<file path="src/rtl/core/eabs_pkg.sv">
package eabs_pkg;

    // Grid geometry
    localparam int MAX_COLS = 512;
    localparam int MAX_ROWS = 512;
    localparam int COL_AW   = $clog2(MAX_COLS);
    localparam int COL_CW   = COL_AW + 1;
    localparam int CFG_W    = 10;
    localparam int ROW_W    = CFG_W;
    localparam int POS_W    = 9;

    // Sample and result widths
    localparam int SAMPLE_W = 8;
    localparam int WORD_W   = 2 * SAMPLE_W;
    localparam int COLUMN_W = 3 * SAMPLE_W;
    localparam int MEAN_W   = 16;
    localparam logic [MEAN_W-1:0] MEAN_MAX = 16'hFF00;

    // Divider by a small constant count: sum * 256 + count / 2, then a
    // reciprocal multiply for counts of three, six and nine.
    localparam int FRAC_W    = 8;
    localparam int SUM_W     = 12;
    localparam int CNT_W     = 4;
    localparam int NUM_W     = SUM_W + FRAC_W;
    localparam int RECIP_W   = 21;
    localparam int PROD_W    = NUM_W + RECIP_W;
    localparam logic [RECIP_W-1:0] RECIP3 = 21'd1398102;
    localparam int RECIP3_SH = 22;
    localparam logic [RECIP_W-1:0] RECIP9 = 21'd1864136;
    localparam int RECIP9_SH = 24;

    // Queue between front and back
    localparam int QUEUE_DEPTH = 4;
    localparam int QUEUE_AW    = $clog2(QUEUE_DEPTH);
    localparam int QUEUE_CW    = QUEUE_AW + 1;

    // Configuration port
    localparam int PADDR_W = 3;
    localparam int PDATA_W = 32;
    localparam logic REG_ROWS = 1'b0;
    localparam logic REG_COLS = 1'b1;

    // Stream payload widths
    localparam int OUT_BITS    = 2 * POS_W + MEAN_W;
    localparam int OUT_TDATA_W = ((OUT_BITS + 7) / 8) * 8;

    typedef enum logic [0:0] {
        KIND_SAMPLE = 1'b0,
        KIND_FLUSH  = 1'b1
    } t_kind;

    // One window column: upper, middle and current bytes from high to low.
    typedef logic [COLUMN_W-1:0] t_column;

    typedef struct packed {
        logic             wr;
        logic [CFG_W-1:0] rows;
        logic [CFG_W-1:0] cols;
    } t_cfg;

    // Work for one accepted item: up to two results sharing one window.
    // Job A uses k0, k1, k2; job B uses k1, k2 and has no right column.
    typedef struct packed {
        logic [POS_W-1:0] row;
        logic [POS_W-1:0] col_a;
        logic [POS_W-1:0] col_b;
        logic             a_en;
        logic             b_en;
        logic             a_left;
        logic             a_right;
        logic             b_left;
        logic             top_ok;
        logic             bot_ok;
        logic             last;
        t_column          k0;
        t_column          k1;
        t_column          k2;
    } t_entry;

endpackage

</file>
<file path="src/rtl/core/eabs_queue.sv">
module eabs_queue (
    input  logic                          i_clk,
    input  logic                          i_rst_n,
    input  logic                          i_push,
    input  eabs_pkg::t_entry              i_entry,
    input  logic                          i_pop,
    output eabs_pkg::t_entry              o_entry,
    output logic                          o_nonempty,
    output logic [eabs_pkg::QUEUE_CW-1:0] o_count
);
    import eabs_pkg::*;

    t_entry              r_mem [QUEUE_DEPTH];
    logic [QUEUE_AW-1:0] r_wr_ptr;
    logic [QUEUE_AW-1:0] r_rd_ptr;
    logic [QUEUE_CW-1:0] r_count;

    // Storage
    always_ff @(posedge i_clk) begin
        if (i_push) begin
            r_mem[r_wr_ptr] <= i_entry;
        end
    end

    // Pointers and fill level
    always_ff @(posedge i_clk) begin
        if (!i_rst_n) begin
            r_wr_ptr <= '0;
            r_rd_ptr <= '0;
            r_count  <= '0;
        end else begin
            if (i_push) begin
                r_wr_ptr <= r_wr_ptr + QUEUE_AW'(1);
            end
            if (i_pop) begin
                r_rd_ptr <= r_rd_ptr + QUEUE_AW'(1);
            end
            if (i_push && !i_pop) begin
                r_count <= r_count + QUEUE_CW'(1);
            end else if (i_pop && !i_push) begin
                r_count <= r_count - QUEUE_CW'(1);
            end
        end
    end

    assign o_entry    = r_mem[r_rd_ptr];
    assign o_nonempty = (r_count != '0);
    assign o_count    = r_count;

    a_no_underflow: assert property (@(posedge i_clk) disable iff (!i_rst_n)
        i_pop |-> (r_count != '0))
        else $error("queue popped while empty");

endmodule

</file>
<file path="config.mk">
export PLATFORM = sky130hd
export DESIGN_NAME = eabs_queue
export DESIGN_NICKNAME = d
export VERILOG_FILES = /design/src/rtl/core/eabs_pkg.sv /design/src/rtl/core/eabs_queue.sv
export SDC_FILE = /design/constraint.sdc
export NUM_CORES = 1
export LEC_CHECK = 0
export ABC_AREA = 1
export BUFFER_PORTS_ARGS = -buffer_cell sky130_fd_sc_hd__buf_2
export CORE_MARGIN = 5
export CORE_UTILIZATION = 51
export CTS_CLUSTER_DIAMETER = 200
export DETAILED_ROUTE_END_ITERATION = 10
export PLACE_DENSITY = 0.84
export SKIP_LAST_GASP = 1
export SLEW_MARGIN = 5
export SYNTH_ARGS = -nofsm -noshare
export SYNTH_HDL_FRONTEND = slang
export SYNTH_SLANG_ARGS = --single-unit
</file>
<file path="constraint.sdc">
create_clock -name i_clk -period 3.3 [get_ports i_clk]
set_input_delay 0.165 -clock i_clk [delete_from_list [all_inputs] [get_ports i_clk]]
set_output_delay 0.165 -clock i_clk [all_outputs]
set_load 0.02 [all_outputs]
</file>
==> out/qor.yml <==
synthesis:
  muxShareOfSynthArea_pct: 0
  post_synth_xor_area_fraction_pct: 0
  netlist_area_um2: 16300
  yosysUniqueCellTypes: 21
  synth.avg_cell_area_um2: 14.9
  synthAdderAreaFrac_pct: 0.507
  synthCells: 1093
  synth_top_family_by_area: "compound AO/OA/AOI/OAI gates"
  synthSimpleGateAreaFrac_pct: 5.37
  yosysSeqAreaShare_pct: 80.0
  ys_ff_latch: 437
  synth_compound_area_share_pct: 11.0
  synthesis.nets: 1210
  yosysWarnings: 0
worst_hold_path:
  min_path_type: "primary input to flop"
timing:
  fin_tns_setup_ps: 0
  fmax_mhz: 379
  fin_skew_ps: 20.5
  slew_headroom_pct: 38.6
  worstMarginPinSlew_ps: 920
  finalCriticalPeriod_ps: 2640
  setup_viol: 0
  rsz0062_at_grt: "no"
  timing.final.crit_share_pct: 79.9
  slew_viol_final: 0
  setup_ws_ps: 664
  timing_hold_violations_final: 0
placed_design:
  place_area_um2: 17700
  pre_cts_ws_ps: 1330
  gp_congestion: 0.754
  dp_hpwl_um: 20000
  port_buffers: 221
pwr:
  pwr-share-seq_pct: 49.9
  p_comb_share_pct: 10.7
  p_leak_uw: 0.00717
  vdd_drop_max_mv: 0.552
  p_per_area_nw_per_um2: 634
  p_switching_uw: 3010
  pwr-share-clk_pct: 39.4
  swShare_pct: 23.5
  internal_power_uw: 9830
finish:
  nets: 1532
  stdcell_area_um2: 20300
  mostFrequentLayoutCells: "edfxtp_1 (428), buf_2 (221), nor2_1 (220), o21ai_0 (205), dlygate4sd3_1 (110)"
  fill_cells: 2102
  final_common_cell: "edfxtp_1"
  layout-drive-gt1-share_pct: 21.4
  area_delta_synth_final_pct: 24.4
drt:
  drc: 0
  routed_wl_um: 38800
  wl_per_cell_um: 20.9
  drtIter0Drc: 1105
  route.vias.total: 10700
  dr.pass1.iters: 5
  vias_per_cell: 5.76
  ant_nets: 0
floorplanning:
  pin_count: 222
  core_um2: 31600
  die_w_um: 189
  row_count: 65
  dieArea_um2: 35600
  start_util_pct: 51.6
  die_y_um: 189
worst_setup_path:
  cp_num_buf_inv: 2
  start_kind: "flop"
  required_ps: 3130
  crit_fanout: 214
  critical-path-top-delay-family: "buffers and inverters"
  end_kind: "output pin"
  slowest_stage: "buf_12"
  critical_path_class: "flop to output pin"
  crit_chain: "buf_12 -> o21ai_0 -> o22ai_1 -> buf_2"
  cp_data_arrival_time_ps: 2470
  cpPeakStageDelay_ps: 610
clock_tree:
  cts_tree: "built"
  clk_pin_slew_ps: 60
  cts_buffers: 43
  worstSkewPairLatency_ps: 530
  cts_buffer_depth: 3
  h-tree-depth: 2
  post_cts_buffers: 0
  holdBufCountCts: 110
  cts_resized: 0
  root_buffer: "clkbuf_16"
  cts_sinks: 437
grt:
  grt_use_total_pct: 20.9
  grt_max_degree: 215
  antenna_found_initial: 1
  grt_pass1_wl_um: 59300
  overflow: 0
  grt_pass1_vias: 10800
flow_run:
  maxCapViolCount: 0
status:
  status: "finished, final reports clean"
[state kept, by name, indices dropped and copies added (netlist names), named ones only]
| name | cells |
|---|---|
| r_mem | 428 |
| o_count | 3 |
| r_rd_ptr | 2 |
| r_wr_ptr | 2 |
[synthesized netlist by cell type]
| cell type | n | area, µm² |
|---|---|---|
| o22ai_1 | 107 | 669 |
| inv_2 | 1 | 3.75 |
| inv_6 | 1 | 8.76 |
| buf_12 | 1 | 20.0 |
| a21oi_1 | 4 | 20.0 |
| inv_1 | 15 | 56.3 |
| buf_4 | 4 | 30.0 |
| clkbuf_1 | 36 | 135 |
| nand4_1 | 1 | 6.26 |
| o21ai_1 | 15 | 75.1 |
| nand2_1 | 10 | 37.5 |
| buf_2 | 10 | 50.1 |
| nand3_1 | 1 | 5.00 |
| clkbuf_2 | 1 | 5.00 |
| buf_6 | 18 | 203 |
| ha_1 | 5 | 62.6 |
| edfxtp_1 | 428 | 12900 |
| o21ai_0 | 205 | 1030 |
| fa_1 | 1 | 20.0 |
| nor2_1 | 220 | 826 |
| dfxtp_1 | 9 | 180 |
[power groups by stage]
stage / Sequential (µW) / Combinational (µW) / Clock (µW)
after detailed placement: 6520 / 1240 / 0
after floorplan: 6530 / 758 / 0
after CTS: 6410 / 1350 / 5080
final: 6410 / 1370 / 5060
after global placement: 6510 / 1200 / 0
after global routing: 6420 / 1470 / 5370
[worst register-to-register path: cells and delay by family (launching register included)]
| family | cells | cell delay, ps |
|---|---|---|
| buffers and inverters | 3 | 970 |
| DFF | 1 | 330 |
| adders and majority gates | 1 | 160 |
| and+or+nand+nor | 1 | 80 |
[through the flow]
step	utilization [%]	std cells	total power, µW	hold slack (ps)
after floorplan	-	1093	7280	264
after global placement	56.0	1662	7710	374
after detailed placement	56.0	1662	7760	380
after CTS	64.2	1851	12800	351
after global routing	64.2	1851	13300	379
final	64.2	1852	12800	388
[cell type report]
class	instances	area (µm²)	share of cell area, %
Sequential cell	437	13000	64.4
Multi-Input combinational cell	569	2750	13.6
Timing Repair Buffer	347	2410	11.9
Clock buffer	52	1150	5.69
Tap cell	402	503	2.48
Clock inverter	27	320	1.58
Inverter	17	80.1	0.395
Antenna cell	1	2.50	0.0124
[worst paths after layout]
| check | slack (ps) | depth (start not counted) | to | start |
|---|---|---|---|---|
| max | 660 | 4 | o_entry[104] | flop |
| min | 390 | 2 | r_mem[3][86]$_DFFE_PP_ | i_entry[86] |
| max reg2reg | 1360 | 5 | r_mem[0][10]$_DFFE_PP_ | r_wr_ptr[0]$_SDFFE_PN0P_ |
| min reg2reg | 470 | 1 | flop | r_rd_ptr[1]$_SDFFE_PN0P_ |
[logic make-up (layout without fill, tap and decap cells)]
kind of cell | Yosys count | after routing
compound gates | 331 | 331
fa+ha+maj | 6 | 6
buf+inv | 87 | 443
flops | 437 | 437
simple gates | 232 | 232
other cells | 0 | 1
[routing by layer]
metal | up-vias | GRT usage, % | routed length [µm]
met5 | - | 0 | 13
li1 | 4773 | - | -
met1 | 5271 | 26.7 | 14800
met2 | 554 | 36.6 | 19900
met3 | 76 | 4.63 | 3160
met4 | 2 | 5.55 | 867
No activity file was read; power rests on OpenSTA's default activity.
