**src/rtl/core/eabs_pkg.sv**
```systemverilog
package eabs_pkg;

    // Grid geometry
    localparam int MAX_COLS = 512;
    localparam int MAX_ROWS = 512;
    localparam int COL_AW   = $clog2(MAX_COLS);
    localparam int COL_CW   = COL_AW + 1;
    localparam int CFG_W    = 10;
    localparam int ROW_W    = CFG_W;
    localparam int POS_W    = 9;

    // Sample and result widths
    localparam int SAMPLE_W = 8;
    localparam int WORD_W   = 2 * SAMPLE_W;
    localparam int COLUMN_W = 3 * SAMPLE_W;
    localparam int MEAN_W   = 16;
    localparam logic [MEAN_W-1:0] MEAN_MAX = 16'hFF00;

    // Divider by a small constant count: sum * 256 + count / 2, then a
    // reciprocal multiply for counts of three, six and nine.
    localparam int FRAC_W    = 8;
    localparam int SUM_W     = 12;
    localparam int CNT_W     = 4;
    localparam int NUM_W     = SUM_W + FRAC_W;
    localparam int RECIP_W   = 21;
    localparam int PROD_W    = NUM_W + RECIP_W;
    localparam logic [RECIP_W-1:0] RECIP3 = 21'd1398102;
    localparam int RECIP3_SH = 22;
    localparam logic [RECIP_W-1:0] RECIP9 = 21'd1864136;
    localparam int RECIP9_SH = 24;

    // Queue between front and back
    localparam int QUEUE_DEPTH = 4;
    localparam int QUEUE_AW    = $clog2(QUEUE_DEPTH);
    localparam int QUEUE_CW    = QUEUE_AW + 1;

    // Configuration port
    localparam int PADDR_W = 3;
    localparam int PDATA_W = 32;
    localparam logic REG_ROWS = 1'b0;
    localparam logic REG_COLS = 1'b1;

    // Stream payload widths
    localparam int OUT_BITS    = 2 * POS_W + MEAN_W;
    localparam int OUT_TDATA_W = ((OUT_BITS + 7) / 8) * 8;

    typedef enum logic [0:0] {
        KIND_SAMPLE = 1'b0,
        KIND_FLUSH  = 1'b1
    } t_kind;

    // One window column: upper, middle and current bytes from high to low.
    typedef logic [COLUMN_W-1:0] t_column;

    typedef struct packed {
        logic             wr;
        logic [CFG_W-1:0] rows;
        logic [CFG_W-1:0] cols;
    } t_cfg;

    // Work for one accepted item: up to two results sharing one window.
    // Job A uses k0, k1, k2; job B uses k1, k2 and has no right column.
    typedef struct packed {
        logic [POS_W-1:0] row;
        logic [POS_W-1:0] col_a;
        logic [POS_W-1:0] col_b;
        logic             a_en;
        logic             b_en;
        logic             a_left;
        logic             a_right;
        logic             b_left;
        logic             top_ok;
        logic             bot_ok;
        logic             last;
        t_column          k0;
        t_column          k1;
        t_column          k2;
    } t_entry;

endpackage

```
**src/rtl/core/eabs_back.sv**
```systemverilog
module eabs_back (
    input  logic                          i_clk,
    input  logic                          i_rst_n,
    input  logic                          i_q_valid,
    input  eabs_pkg::t_entry              i_entry,
    output logic                          o_pop,
    output logic                          o_valid,
    input  logic                          i_ready,
    output logic [eabs_pkg::POS_W-1:0]    o_row,
    output logic [eabs_pkg::POS_W-1:0]    o_col,
    output logic [eabs_pkg::MEAN_W-1:0]   o_mean,
    output logic                          o_last
);
    import eabs_pkg::*;

    typedef struct packed {
        logic [POS_W-1:0] row;
        logic [POS_W-1:0] col;
        logic             last;
        logic [SUM_W-1:0] sum;
        logic [CNT_W-1:0] cnt;
    } t_sum_stage;

    typedef struct packed {
        logic [POS_W-1:0]  row;
        logic [POS_W-1:0]  col;
        logic              last;
        logic [CNT_W-1:0]  cnt;
        logic [NUM_W-1:0]  num;
        logic [PROD_W-1:0] prod;
    } t_div_stage;

    typedef struct packed {
        logic [POS_W-1:0]  row;
        logic [POS_W-1:0]  col;
        logic              last;
        logic [MEAN_W-1:0] mean;
    } t_out_stage;

    logic              en;
    logic              issue;
    logic              use_a;
    logic              r_a_done;
    t_column           left_col;
    t_column           ctr_col;
    logic              left_ok;
    logic              right_ok;
    logic [1:0]        ncols;
    logic [1:0]        nrows;
    t_sum_stage        n_s1;
    t_sum_stage        r_s1;
    logic              r_s1_valid;
    logic [NUM_W-1:0]  num;
    logic [NUM_W-1:0]  mul_op;
    logic [RECIP_W-1:0] recip;
    t_div_stage        n_s2;
    t_div_stage        r_s2;
    logic              r_s2_valid;
    logic [MEAN_W-1:0] mean;
    t_out_stage        r_out;
    logic              r_out_valid;

    // Sum of the rows of one column that lie inside the grid.
    function automatic logic [SUM_W-1:0] column_sum(t_column c, logic top, logic bot);
        logic [SUM_W-1:0] s;
        s = SUM_W'(c[SAMPLE_W +: SAMPLE_W]);
        if (top) begin
            s = s + SUM_W'(c[2*SAMPLE_W +: SAMPLE_W]);
        end
        if (bot) begin
            s = s + SUM_W'(c[0 +: SAMPLE_W]);
        end
        return s;
    endfunction

    // The whole pipe moves when the output register is free or taken.
    assign en    = !r_out_valid || i_ready;
    assign issue = en && i_q_valid;
    assign use_a = i_entry.a_en && !r_a_done;
    assign o_pop = issue && (!use_a || !i_entry.b_en);

    always_ff @(posedge i_clk) begin
        if (!i_rst_n) begin
            r_a_done <= 1'b0;
        end else if (issue) begin
            r_a_done <= !o_pop;
        end
    end

    // Pick the job and sum its neighborhood.
    assign left_col = use_a ? i_entry.k0 : i_entry.k1;
    assign ctr_col  = use_a ? i_entry.k1 : i_entry.k2;
    assign left_ok  = use_a ? i_entry.a_left : i_entry.b_left;
    assign right_ok = use_a && i_entry.a_right;
    assign ncols    = 2'd1 + 2'(left_ok) + 2'(right_ok);
    assign nrows    = 2'd1 + 2'(i_entry.top_ok) + 2'(i_entry.bot_ok);

    always_comb begin
        n_s1.row  = i_entry.row;
        n_s1.col  = use_a ? i_entry.col_a : i_entry.col_b;
        n_s1.last = use_a && i_entry.last;
        n_s1.sum  = column_sum(ctr_col, i_entry.top_ok, i_entry.bot_ok);
        if (left_ok) begin
            n_s1.sum = n_s1.sum + column_sum(left_col, i_entry.top_ok, i_entry.bot_ok);
        end
        if (right_ok) begin
            n_s1.sum = n_s1.sum + column_sum(i_entry.k2, i_entry.top_ok, i_entry.bot_ok);
        end
        n_s1.cnt = CNT_W'(ncols) * CNT_W'(nrows);
    end

    // Rounded numerator and reciprocal multiply.
    assign num    = {r_s1.sum, {FRAC_W{1'b0}}} + NUM_W'(r_s1.cnt >> 1);
    assign mul_op = (r_s1.cnt == CNT_W'(6)) ? (num >> 1) : num;
    assign recip  = (r_s1.cnt == CNT_W'(9)) ? RECIP9 : RECIP3;

    always_comb begin
        n_s2.row  = r_s1.row;
        n_s2.col  = r_s1.col;
        n_s2.last = r_s1.last;
        n_s2.cnt  = r_s1.cnt;
        n_s2.num  = num;
        n_s2.prod = PROD_W'(mul_op) * PROD_W'(recip);
    end

    // Final quotient by count.
    always_comb begin
        case (r_s2.cnt) inside
            CNT_W'(2): mean = MEAN_W'(r_s2.num >> 1);
            CNT_W'(4): mean = MEAN_W'(r_s2.num >> 2);
            CNT_W'(3), CNT_W'(6): mean = r_s2.prod[RECIP3_SH +: MEAN_W];
            CNT_W'(9): mean = r_s2.prod[RECIP9_SH +: MEAN_W];
            default:   mean = MEAN_W'(r_s2.num);
        endcase
    end

    always_ff @(posedge i_clk) begin
        if (!i_rst_n) begin
            r_s1_valid  <= 1'b0;
            r_s2_valid  <= 1'b0;
            r_out_valid <= 1'b0;
        end else if (en) begin
            r_s1_valid  <= issue;
            r_s2_valid  <= r_s1_valid;
            r_out_valid <= r_s2_valid;
        end
    end

    always_ff @(posedge i_clk) begin
        if (en) begin
            r_s1       <= n_s1;
            r_s2       <= n_s2;
            r_out.row  <= r_s2.row;
            r_out.col  <= r_s2.col;
            r_out.last <= r_s2.last;
            r_out.mean <= mean;
        end
    end

    assign o_valid = r_out_valid;
    assign o_row   = r_out.row;
    assign o_col   = r_out.col;
    assign o_mean  = r_out.mean;
    assign o_last  = r_out.last;

    a_mean_range: assert property (@(posedge i_clk) disable iff (!i_rst_n)
        r_out_valid |-> (r_out.mean <= MEAN_MAX))
        else $error("smoothed height above the largest possible mean");

    a_second_half: assert property (@(posedge i_clk) disable iff (!i_rst_n)
        r_a_done |-> (i_q_valid && i_entry.a_en && i_entry.b_en))
        else $error("second result pending without a two-result entry at the head");

endmodule

```
**config.mk**
```make
export PLATFORM = sky130hd
export DESIGN_NAME = eabs_back
export DESIGN_NICKNAME = d
export VERILOG_FILES = /design/src/rtl/core/eabs_pkg.sv /design/src/rtl/core/eabs_back.sv
export SDC_FILE = /design/constraint.sdc
export NUM_CORES = 1
export LEC_CHECK = 0
export ABC_AREA = 1
export BUFFER_PORTS_ARGS = -buffer_cell sky130_fd_sc_hd__buf_2
export CORE_UTILIZATION = 40
export DETAILED_ROUTE_END_ITERATION = 12
export GPL_ROUTABILITY_DRIVEN = 0
export PLACE_DENSITY = 0.56
export SYNTH_ARGS = -nofsm -noshare
export SYNTH_HDL_FRONTEND = slang
export SYNTH_SLANG_ARGS = --single-unit
export TNS_END_PERCENT = 5
```
**constraint.sdc**
```tcl
create_clock -name i_clk -period 7.84 [get_ports i_clk]
set_input_delay 1.568 -clock i_clk [delete_from_list [all_inputs] [get_ports i_clk]]
set_output_delay 1.568 -clock i_clk [all_outputs]
set_load 0.02 [all_outputs]
```
==> results by stage <==
Outcome:
- The flow ran to the end, and the final reports show no timing, DRC or antenna violations.

CTS:
- The CTS tree is yes.
- The level count of the clock H-tree is 4.
- The maximum root-to-sink buffer count is 2.
- The buffers inserted during post-CTS setup optimization is 0.
- The clock latency of the later-clocked register in the worst-skew pair is 410 ps.
- The number of clock buffers added by TritonCTS is 17.
- The number of instances resized during post-cts repair is 0.
- The cell at the root of the clock tree is sky130_fd_sc_hd__clkbuf_16.
- The hold buffer count at cts is 0.
- The tree built by TritonCTS fans out to 125 sinks.
- After clock tree synthesis, the clock-pin slew on the worst setup and hold paths is 70 ps.

Floorplanning:
- The floorplan row count is 72.
- The floorplan step defined a core boundary enclosing 38650 µm².
- The horizontal die dimension is 200.1 µm.
- Measured along the y axis, the die boundary spans 200.1 µm.
- The initial utilization of the core area, before any placement, comes to 0.4061.
- The boundary pin count is about 150.
- The die covers 40030 µm².

Logic synthesis:
- The share of the Yosys chip area taken by registers is 0.2366.
- After technology mapping, the gate count stands at 1891.
- By area the synthesized netlist is led by sky130_fd_sc_hd__edfxtp_1 23%, sky130_fd_sc_hd__ha_1 18%, sky130_fd_sc_hd__fa_1 18%.
- The cell type with the largest total area after synthesis is sky130_fd_sc_hd__edfxtp_1.
- The share of Yosys cell area claimed by the top area cell type is 0.2315.
- Of the post-synthesis cell area, the part taken by muxes is 0.
- The async set-or-reset flop fraction in the synthesized netlist is 0.
- The flop and latch count out of synthesis is 125.
- The synthesis warning total is 0.
- After synthesis, the largest family of logic cells by area is adder cells.
- Of the total synthesized cell area, the portion taken by XOR and XNOR cells is 0.03571.
- The synthesized-area fraction occupied by ao, oa, aoi and oai cells came to 0.1079.
- The synthesized netlist contains 47 unique library cells.
- For this run, the leading register cell type out of synthesis is sky130_fd_sc_hd__edfxtp_1.
- The synthesized-area fraction occupied by adder cells is 0.3599.
- Dividing the synthesized area by the synthesized cell count gives 8.300 µm².
- The synthesized netlist occupies a cell area of approximately 16000 µm².
- Yosys mapped a number of flops with a built-in enable equal to between 100 and 150.
- Of the total synthesized cell area, the portion taken by AND, OR, NAND and NOR gates is 0.1617.

Run:
- Max-cap violations in this run came to 0.

Critical path:
- The type of element launching the critical path is a flip-flop.
- The largest fanout on the critical path is 21.
- For this design, the slowest cell found on the critical path is sky130_fd_sc_hd__edfxtp_1.
- The category of the worst setup path capture point is a flip-flop.
- The critical path's top delay family is adder cells.
- The depth of the critical timing path with buffers and inverters included is 30.
- The worst register-to-register path ends at r_s2[39].
- In this run the register-to-register setup slack is 560 ps.
- The cell repeated most along the worst path is sky130_fd_sc_hd__inv_1.
- Counting cells, the worst reg-to-reg path comes to 30.
- The arrival time at the worst endpoint is 7430 ps.
- At the worst endpoint, the required time is about 8000 ps.
- On the worst path, the slowest cell contributes a delay of ~600 ps.
- The critical path starts at n_s2[62].
- Following the worst setup path forward leads to its endpoint at r_s2[39].
- The count of buffering cells on the critical path with inverters included is 9.
- In this run the critical register-to-register path is launched from n_s2[62].
- The setup path with the least slack is of type reg -> reg.

Drt:
- In the routed design, unresolved DRC markers number 0.
- For this block, the routed nets add up to 40740 µm of wire.
- In the routed layout, each cell is associated on average with a via count of roughly 4.9.
- Dividing the detail-routed wire length by the instance count gives 15.83 µm.
- The number of violations reported at the end of detailed-routing iteration 0 is 704.
- The antenna violation net count after detailed routing is 0.
- The first-pass iteration count of the detailed router is 5.
- Summing over every cut layer, the via total after detailed routing is between 10000 and 15000.

STA:
- Setup violations remaining at the end of the flow were counted as 0.
- At the pin with the least slew margin, the transition time is 985.9 ps.
- Static timing analysis puts the maximum clock frequency at 0.1373 GHz.
- The relative max-transition margin is 0.3403.
- The clock arrives with 10.99 ps of skew.
- Setup total negative slack on the finished layout was measured at 0 ps.
- After layout, the worst setup slack is 556.5 ps.
- The final period utilization is 0.9290.
- The number of failing hold endpoints at the final stage is 0.
- The post-layout minimum cycle time is approximately 7300 ps.
- Hold is met by around 420 ps.
- Setup repair after global routing left no endpoint under its margin.
- The count of pins over their slew limit was 0.

GRT:
- The pin count of the biggest net entering global routing is ~70.
- The initial antenna violation count is 0.
- The first global-routing pass estimated around 65000 µm of wire.
- The total congestion overflow after global routing is 0.
- The number of global-route vias before repair is 12480.
- In the global route stage, overall resource usage came out at 0.2096.

Cells and area:
- The growth of design area from synthesis to finish is 12.42%.
- In the final layout, the share of cells above drive strength 1 is 0.1056.
- The number of nets in the layout is about 2500.
- The filler cell count is approximately 3900.
- The repair_antennas step left the layout with diodes totalling 0.

Placed design:
- Input and output buffers added on the ports amount to approximately 150.
- Detailed placement ended at an HPWL of 35540 µm.
- OpenSTA, run right after detailed placement, puts the worst setup slack at 430.7 ps.

Worst hold path:
- The class of the most critical hold timing path is reg -> reg.
==> registers in the layout (all words and copies together) (netlist names) <==
signal      count
n_s2           23
o_col           9
o_last          1
o_mean         16
o_row           9
o_valid         1
r_a_done        1
r_s1           12
r_s1_valid      1
r_s2           51
r_s2_valid      1
==> layout make-up <==
class / count / area (µm²) / share of cell area
well taps: 518 / 648.1 / 0.03673
clock buffers: 17 / 425.4 / 0.02411
repair buffers: 157 / 823.3 / 0.04666
multi-input cells: 1376 / 10490 / 0.5946
flip-flops and latches: 125 / 3714 / 0.2105
clock inverters: 15 / 170.2 / 0.009644
inverters: 365 / 1373 / 0.07779
==> logic make-up after synthesis <==
| family | after synthesis |
|---|---|
| buf+inv | 402 |
| flops | 125 |
| xor+xnor | 64 |
| compound gates | 303 |
| other cells | 2 |
| fa+ha+maj | 368 |
| simple gates | 627 |
==> per-layer routing <==
metal,track usage,vias to the layer above,share of wire
met4,0.03902,0,0.011
met1,0.2962,5989,0.48
met2,0.3524,267,0.47
li1,-,6426,-
met5,0,-,0
met3,0.01731,26,0.035
==> synthesized netlist by cell type, types with 2 or more instances <==
cell and instances:
sky130_fd_sc_hd__ha_1 229, sky130_fd_sc_hd__buf_2 3, sky130_fd_sc_hd__a211oi_1 2, sky130_fd_sc_hd__buf_6 3, sky130_fd_sc_hd__nand2_2 5, sky130_fd_sc_hd__nand3b_1 4, sky130_fd_sc_hd__nor4_1 3, sky130_fd_sc_hd__a31oi_1 30
sky130_fd_sc_hd__a21boi_1 2, sky130_fd_sc_hd__xor2_1 34, sky130_fd_sc_hd__o21ai_2 7, sky130_fd_sc_hd__nor2_1 115, sky130_fd_sc_hd__o21a_1 6, sky130_fd_sc_hd__or2_1 2, sky130_fd_sc_hd__nor2_2 3, sky130_fd_sc_hd__o21ai_0 125
sky130_fd_sc_hd__xnor2_1 30, sky130_fd_sc_hd__edfxtp_1 121, sky130_fd_sc_hd__nor3_1 14, sky130_fd_sc_hd__nand3_1 53, sky130_fd_sc_hd__nand2_1 414, sky130_fd_sc_hd__conb_1 2, sky130_fd_sc_hd__nand4_1 5, sky130_fd_sc_hd__dfxtp_1 4
sky130_fd_sc_hd__and2_1 4, sky130_fd_sc_hd__o21bai_1 9, sky130_fd_sc_hd__inv_1 356, sky130_fd_sc_hd__fa_1 139, sky130_fd_sc_hd__a21o_1 2, sky130_fd_sc_hd__clkbuf_1 26, sky130_fd_sc_hd__or2_2 2, sky130_fd_sc_hd__clkinv_1 5
sky130_fd_sc_hd__o211ai_1 11, sky130_fd_sc_hd__inv_2 4, sky130_fd_sc_hd__o2111ai_1 3, sky130_fd_sc_hd__a21oi_1 87, sky130_fd_sc_hd__buf_1 5, sky130_fd_sc_hd__o21ai_1 13
==> cell usage in the layout (no fill, tap or decap), drive strengths merged, types with 3 or more instances in the layout <==
cell / n
nand2: 419
inv: 368
ha: 229
buf: 157
o21ai: 145
fa: 139
edfxtp: 121
nor2: 119
a21oi: 87
nand3: 54
xor2: 34
xnor2: 30
a31oi: 30
clkbuf: 17
nor3: 14
conb: 14
o211ai: 11
clkinv: 11
o21bai: 9
o21a: 6
nand4: 5
and2: 4
nand3b: 4
dfxtp: 4
or2: 4
a21boi: 4
nor4: 3
o2111ai: 3
==> stage by stage <==
step	utilization	std cells	area [µm²]
2_1_floorplan	-	1903	15740
3_3_place_gp	0.4411	2541	17050
3_5_place_dp	0.4411	2541	17050
4_1_cts	0.4566	2573	17640
5_1_grt	0.4566	2573	17640
6_report	0.4566	2573	17640
==> worst min path at each step <==
stage             start       end  slack (ps)  cells after the start
3_3_place_gp   n_s2[74]  r_s2[74]         400                      0
6_report       n_s2[83]  r_s2[83]         420                      0
2_1_floorplan  r_s2[66]  o_col[0]         400                      0
5_1_grt        n_s2[68]  r_s2[68]         430                      0
3_5_place_dp   n_s2[77]  r_s2[77]         400                      0
4_1_cts        r_s2[67]  o_col[1]         420                      0
Power is left out: the tool's default activity adds up to more than one toggle a clock period on the data nets, which glitch-free logic cannot reach.
